===== src/hw/rtl/assert_macros.svh =====
// ----------------------------------------------------------------------------
// Assertion macros
// Shared wrappers for the concurrent checks of the window autoscaler.
// ----------------------------------------------------------------------------
`ifndef ASSERT_MACROS_SVH
`define ASSERT_MACROS_SVH

// Property checked on every rising edge of clk_i, off while in reset
`define SWA_ASSERT(name, prop, msg) \
  name: assert property (@(posedge clk_i) disable iff (!rst_ni) prop) \
    else $error(msg);

// Condition that must never be seen out of reset
`define SWA_ASSERT_NEVER(name, cond, msg) \
  `SWA_ASSERT(name, !(cond), msg)

`endif


===== src/hw/rtl/swa_pkg.sv =====
// ----------------------------------------------------------------------------
// swa_pkg
// Types and constants shared by the sliding window autoscaler modules.
// ----------------------------------------------------------------------------
package swa_pkg;

  // Window size default and field widths
  localparam int unsigned WINDOW_DEPTH_DEF = 100;
  localparam int unsigned SAMPLE_W         = 32;
  localparam int unsigned MIN_SPAN_W       = 31;
  localparam int unsigned MARGIN_W         = 16;
  localparam int unsigned CFG_IDX_W        = 2;
  localparam int unsigned CFG_DATA_W       = 32;
  localparam int unsigned QUEUE_DEPTH      = 2;

  // Register reset values
  localparam logic [MIN_SPAN_W-1:0] MIN_SPAN_RST    = 31'd65536;
  localparam logic [MARGIN_W-1:0]   MARGIN_FRAC_RST = 16'd6554;

  // Configuration register indexes
  typedef enum logic [CFG_IDX_W-1:0] {
    REG_MIN_SPAN    = 2'd0,
    REG_MARGIN_FRAC = 2'd1
  } cfg_reg_e;

  // Live configuration handed to the back end
  typedef struct packed {
    logic [MIN_SPAN_W-1:0] min_span;
    logic [MARGIN_W-1:0]   margin_frac;
  } cfg_t;

  // One finished result item
  typedef struct packed {
    logic signed [SAMPLE_W-1:0] scale_low;
    logic signed [SAMPLE_W-1:0] scale_high;
    logic signed [SAMPLE_W-1:0] show_low;
    logic signed [SAMPLE_W-1:0] show_high;
  } result_t;

  // Back end sequencer
  typedef enum logic [2:0] {
    ST_IDLE,
    ST_LOAD,
    ST_SCAN,
    ST_DECIDE,
    ST_MUL_LO,
    ST_MUL_HI,
    ST_SHOW,
    ST_DONE
  } back_state_e;

endpackage


===== src/hw/rtl/swa_queue.sv =====
// ----------------------------------------------------------------------------
// swa_queue
// Front end: accepts sample items and buffers them for the back end.
// ----------------------------------------------------------------------------
module swa_queue #(
  parameter int unsigned WIDTH = swa_pkg::SAMPLE_W,
  parameter int unsigned DEPTH = swa_pkg::QUEUE_DEPTH,
  localparam int unsigned PTR_W = (DEPTH > 1) ? $clog2(DEPTH) : 1,
  localparam int unsigned CNT_W = $clog2(DEPTH + 1)
) (
  input  logic             clk_i,
  input  logic             rst_ni,
  input  logic             push_valid_i,
  output logic             push_stall_o,
  input  logic [WIDTH-1:0] push_data_i,
  output logic             pop_valid_o,
  input  logic             pop_ready_i,
  output logic [WIDTH-1:0] pop_data_o
);

  logic [WIDTH-1:0] slot_q [DEPTH];
  logic [PTR_W-1:0] wr_ptr_q, wr_ptr_d;
  logic [PTR_W-1:0] rd_ptr_q, rd_ptr_d;
  logic [CNT_W-1:0] count_q, count_d;
  logic             push, pop;

  assign push_stall_o = (count_q == CNT_W'(DEPTH));
  assign pop_valid_o  = (count_q != '0);
  assign push         = push_valid_i && !push_stall_o;
  assign pop          = pop_valid_o && pop_ready_i;
  assign pop_data_o   = slot_q[rd_ptr_q];

  // Pointer and fill level update
  always_comb begin
    wr_ptr_d = wr_ptr_q;
    rd_ptr_d = rd_ptr_q;
    count_d  = count_q;
    if (push) begin
      wr_ptr_d = (wr_ptr_q == PTR_W'(DEPTH - 1)) ? '0 : wr_ptr_q + 1'b1;
    end
    if (pop) begin
      rd_ptr_d = (rd_ptr_q == PTR_W'(DEPTH - 1)) ? '0 : rd_ptr_q + 1'b1;
    end
    if (push && !pop) begin
      count_d = count_q + 1'b1;
    end else if (pop && !push) begin
      count_d = count_q - 1'b1;
    end
  end

  always_ff @(posedge clk_i or negedge rst_ni) begin
    if (!rst_ni) begin
      wr_ptr_q <= '0;
      rd_ptr_q <= '0;
      count_q  <= '0;
    end else begin
      wr_ptr_q <= wr_ptr_d;
      rd_ptr_q <= rd_ptr_d;
      count_q  <= count_d;
    end
  end

  // Item storage
  always_ff @(posedge clk_i) begin
    if (push) begin
      slot_q[wr_ptr_q] <= push_data_i;
    end
  end

endmodule


===== config.mk =====
export PLATFORM = sky130hd
export DESIGN_NAME = swa_queue
export DESIGN_NICKNAME = d
export VERILOG_FILES = /design/src/hw/rtl/assert_macros.svh /design/src/hw/rtl/swa_pkg.sv /design/src/hw/rtl/swa_queue.sv
export SDC_FILE = /design/constraint.sdc
export NUM_CORES = 1
export LEC_CHECK = 0
export BUFFER_PORTS_ARGS = -buffer_cell sky130_fd_sc_hd__buf_4
export CORE_MARGIN = 2
export CORE_UTILIZATION = 40
export CTS_CLUSTER_SIZE = 25
export DETAILED_ROUTE_END_ITERATION = 12
export GPL_TIMING_DRIVEN = 0
export PLACE_DENSITY = 0.61
export SLEW_MARGIN = 20
export SYNTH_ARGS = -nofsm -noshare
export SYNTH_HDL_FRONTEND = slang
export SYNTH_SLANG_ARGS = --single-unit

===== constraint.sdc =====
create_clock -name clk_i -period 5.4 [get_ports clk_i]
set_input_delay 1.08 -clock clk_i [delete_from_list [all_inputs] [get_ports clk_i]]
set_output_delay 1.08 -clock clk_i [all_outputs]
set_load 0.01 [all_outputs]

# Word-level counts from Yosys, hierarchy flattened
# Memories as Yosys holds them, arrays and structs flattened.
# Index checks and enable logic that the tools add are counted.
[op_classes]
add_sub_neg = 4
eq_ne = 1
muxes = 6
n_reduce_logical = 9
[op_table]
columns = ["op", "count"]
rows = [
  ["logical AND 1 bit", 4],
  ["two-way mux 1 bit", 4],
  ["two-way mux 2 bit", 2],
  ["nonzero test 2 bit", 2],
  ["zero test 1 bit", 3],
  ["adder 1 bit, second input constant", 2],
  ["adder 2 x 1 -> 2 bit, second input constant", 1],
  ["== test 2 bit, second input constant", 1],
  ["subtractor 2 x 1 -> 2 bit, second input constant", 1],
]
[totals]
regBits = 4
ramBits = 64
inputBits = 36
out_inout_bits = 34
elab_cells = 24
n_memories = 1
[memory_table]
columns = ["memory", "depth", "width", "read_ports", "rd_ports_with_merged_regs", "write_ports", "line", "rtl"]
rows = [
  ["slot_q", 2, 32, 1, 0, 1, "swa_queue.sv:21", "logic [WIDTH-1:0] slot_q [DEPTH];"],
]

# Longest topological paths before layout
[depth]
depth_word = 7
mapped_depth = 7
depth_no_buf = 7

# Worst setup path after synthesis
# No wires, ideal clock.
[synth_path]
path_kind = "input to register"
from = "input port push_valid_i"
to = "memory slot_q[0][0] in the netlist's numbering, enable pin"
setup_time_ps = 421
arrival_time_ps = 2523
t_required_ps = 4979
path_slack_ps = 2456
cell_stages = 2
n_path_buf = 0
path_cell_list = "nand2_1 > nor2_1"
[synth_between]
elab_chain_cells = 3
[synth_rtl]
columns = ["item", "line", "rtl"]
rows = [
  ["from (decl)", "swa_queue.sv:13", "input logic push_valid_i,"],
  ["logical AND 1 bit", "swa_queue.sv:29", "assign push = push_valid_i && !push_stall_o;"],
  ["two-way mux 1 bit", "swa_queue.sv:65", "if (push) begin"],
  ["two-way mux 1 bit (implied by the code)", "swa_queue.sv:66", "slot_q[wr_ptr_q] <= push_data_i;"],
  ["to (decl)", "swa_queue.sv:21", ""],
]
# No other way between the ends.

# Final worst setup path
[layout_path]
from = "register rd_ptr_q"
to = "output port pop_data_o[1]"
[layout_between]
elab_chain_cells = 1
[layout_rtl]
columns = ["item", "line", "rtl"]
rows = [
  ["from (decl)", "swa_queue.sv:23", "logic [PTR_W-1:0] rd_ptr_q, rd_ptr_d;"],
  ["from (signal assigned)", "swa_queue.sv:58", "rd_ptr_q <= rd_ptr_d;"],
  ["memory (2 x 32 bit)", "-", ""],
  ["to (decl)", "swa_queue.sv:18", "output logic [WIDTH-1:0] pop_data_o"],
]
# No other way between the ends.

==> key figures <==
Min path
  – Worst hold-check path type: register to register
  – Hold path startpoint: count_q[1]

Pwr
  – Pwr Density: 533 mW/mm^2
  – P_leak: 1.43 nW
  – Worst vdd ir: 380 uV

Drt
  – Vias per cell: 4.55
  – Iter 0 DRT Violations: 51
  – Via Count: 1,289
  – Drt drc: 0
  – DRT Wirelength: around 4.2 mm
  – Routed Antenna Nets: 0
  – DRT Pass-1 Iters: 4
  – WL/cell: 14.7 um

Die
  – Core ar.: 0.00639 mm^2
  – Starting Density: 41.7%
  – Die Y: 85.6 um
  – Die width: 85.6 um
  – Die area: 0.00732 mm^2
  – Row Count: 29
  – I/O Pins: 70

Global routing
  – Grt total ovfl: 0
  – First-pass GRT wire length: 6.59 mm
  – Largest net degree at the start of global routing: 22
  – Global-route total usage across every layer: 12.2%
  – Initial antenna violation count: 0
  – Number of global-route vias before repair: 1,371

Synth
  – Area share of and/or/nand/nor cells after synthesis: 1.36%
  – Synth Flop Type: edfxtp_1
  – Cell type with the largest total area after synthesis: edfxtp_1
  – Area fraction in compound gates after synthesis: 0%
  – Synthesized-area fraction occupied by adder cells: 0.470%
  – Post-Synth XOR/XNOR Area: about 1.6%
  – Post-synthesis sequential area ratio: 75.9%
  – Post-synthesis mux area share: 17.6%
  – Synth warn: 0
  – Synthesized Nets: between 150 and 200
  – Synth Register Bits: 68
  – Largest family of logic cells by synthesized area: multiplexers
  – Post-synth top cells: edfxtp_1 (64), mux2_4 (29), dfrtp_1 (4)
  – Synth cell types: 16
  – Top post-synthesis cells by area: edfxtp_1 (72%), mux2_4 (16%), dfrtp_1 (3.8%), buf_12 (2.3%), mux2_2 (1.3%)
  – Post-Syn Area: 0.00266 mm^2
  – Number of synthesized flops with an enable pin: 64
  – Post-synth top area share: between 70% and 80%
  – Most common cell in the netlist: edfxtp_1
  – Post-Syn Area per Cell: 22.4 um^2
  – Asr flop ratio synth: 5.88%
  – Cells after synthesis: 119

Placement
  – PortBufs: 69
  – DP Wirelength: about 3 mm
  – Routability cong.: 0.677
  – Dpl cells: 267

Run status
  – Status: completed

Cells and area
  – N_diodes: 0
  – Area Growth Syn to Fin: 32.3%
  – Final nets: 238
  – Share of layout cells above drive strength 1: 59.7%
  – Post-Layout Cell Count: 283
  – Fillers: 509

Setup path
  – Data arrival, critical path: 1.43 ns
  – CP Launch Type: register
  – Crit path kind: register to primary output
  – Max FO, Critical Path: 10
  – Reg2Reg Launch Point: count_q[0]
  – Worst Path Required: 4.32 ns
  – Setup crit start: rd_ptr_q
  – CP endpoint kind: primary output

CTS
  – Root buf cell: clkbuf_8
  – Clk slew on worst S/H paths: 0.07 ns
  – Num CTS Buffers: 9
  – CTS HTree Levels: 3
  – Worst skew pair latency: 0.32 ns
  – CTS Buffer Depth: 2
  – Sinks on Clock Net: 68
  – Post CTS Setup Buffer Count: 0
  – CTS Hold Buffers Added: 0
  – Post-cts resize count: 0
  – CTS tree: done

Timing
  – WHS: 0.504 ns
  – Setup violations, final: 0
  – RSZ-0062 raised after global routing: false
  – Slew Limit Fails: 0
  – Final Hold Viols: 0
  – Setup_tns: 0 ns
  – Clock Skew: 0.00851 ns
  – Fin crit share: 46.5%
  – Fmax: 398 MHz
  – Fin crit period: 2.51 ns
  – Slew HR: 70.9%
  – Slew at the pin closest to its max-slew limit: around 0.44 ns

Flow run
  – Max Cap Viol: 0
==> sequential cells by signal (all words and copies together) (netlist names) <==
register	flops
wr_ptr_q	1
count_q	2
slot_q	64
rd_ptr_q	1
==> layout make-up <==
| cell class | instances | area, um^2 | share of cell area [%] |
|---|---|---|---|
| clock buffer | 10 | 128 | 3.62 |
| sequential | 68 | 2020 | 57.4 |
| tap | 77 | 96.3 | 2.73 |
| buffer | 4 | 71.3 | 2.02 |
| clock inverter | 6 | 55.1 | 1.56 |
| timing repair buffer | 71 | 573 | 16.3 |
| inverter | 2 | 7.51 | 0.213 |
| multi-input combinational | 45 | 571 | 16.2 |
==> stage by stage <==
stage	area, um^2	setup slack [ns]	util, %	total power [mW]
6_report	3520	2.89	55.2	1.88
4_1_cts	3520	2.86	55.2	1.91
3_3_place_gp	3280	1.69	51.3	1.48
2_1_floorplan	2660	2.46	-	1.23
3_5_place_dp	3340	3.18	52.3	1.53
5_1_grt	3520	2.83	55.2	1.98
==> layout by cell type, fill, tap and decap left out <==
cell and count:
nand2_1 1, clkbuf_1 1, edfxtp_1 64, dfrtp_1 4
mux2_4 29, buf_6 1, clkbuf_8 9, mux2_2 3
clkinv_2 2, buf_16 2, nor2_1 1, ha_1 1
nor2_4 1, and3_2 1, bufinv_16 1, inv_1 2
clkinv_1 2, xor2_1 2, buf_4 69, nand2_2 1
buf_12 3, clkinvlp_4 1, or2_1 1, nand2b_1 1
xnor2_1 3
==> logic make-up (layout without fill, tap and decap cells) <==
logic type,count (synthesis),count (layout)
flops,68,68
buf+inv,6,93
mux,32,32
simple gates,7,7
fa+ha+maj,1,1
xor+xnor,5,5
==> power breakdown <==
part | internal, mW | total (mW) | switching [mW]
sequential | 0.723 | 0.762 | 0.0388
combinational | 0.429 | 0.739 | 0.310
clock | 0.208 | 0.378 | 0.170
==> path summary, 6_finish.rpt <==
path / to / slack, ns / cells after the start
setup / recovery: pop_data_o[1] / 2.89 / 4
setup reg to reg: slot_q[0][27] / 3.78 / 4
hold reg to reg: count_q[1] / 0.50 / 1
hold / removal: count_q[1] / 0.50 / 1
max in group asynchronous: wr_ptr_q / 4.76 / 1
min in group asynchronous: count_q[0] / 0.54 / 1
==> layer usage <==
layer	part of all wire, %	GRT usage, %
met1	41	13.7
met2	51	20.7
met3	6.8	3.75
met4	1.4	6.49
met5	0	0
==> critical path, stage by stage, from the launching register on <==
cell and delay (ns):
dfrtp_1 0.37, buf_6 0.14, buf_12 0.15, mux2_4 0.30
buf_4 0.14
Power figures use the tool's default switching activity.
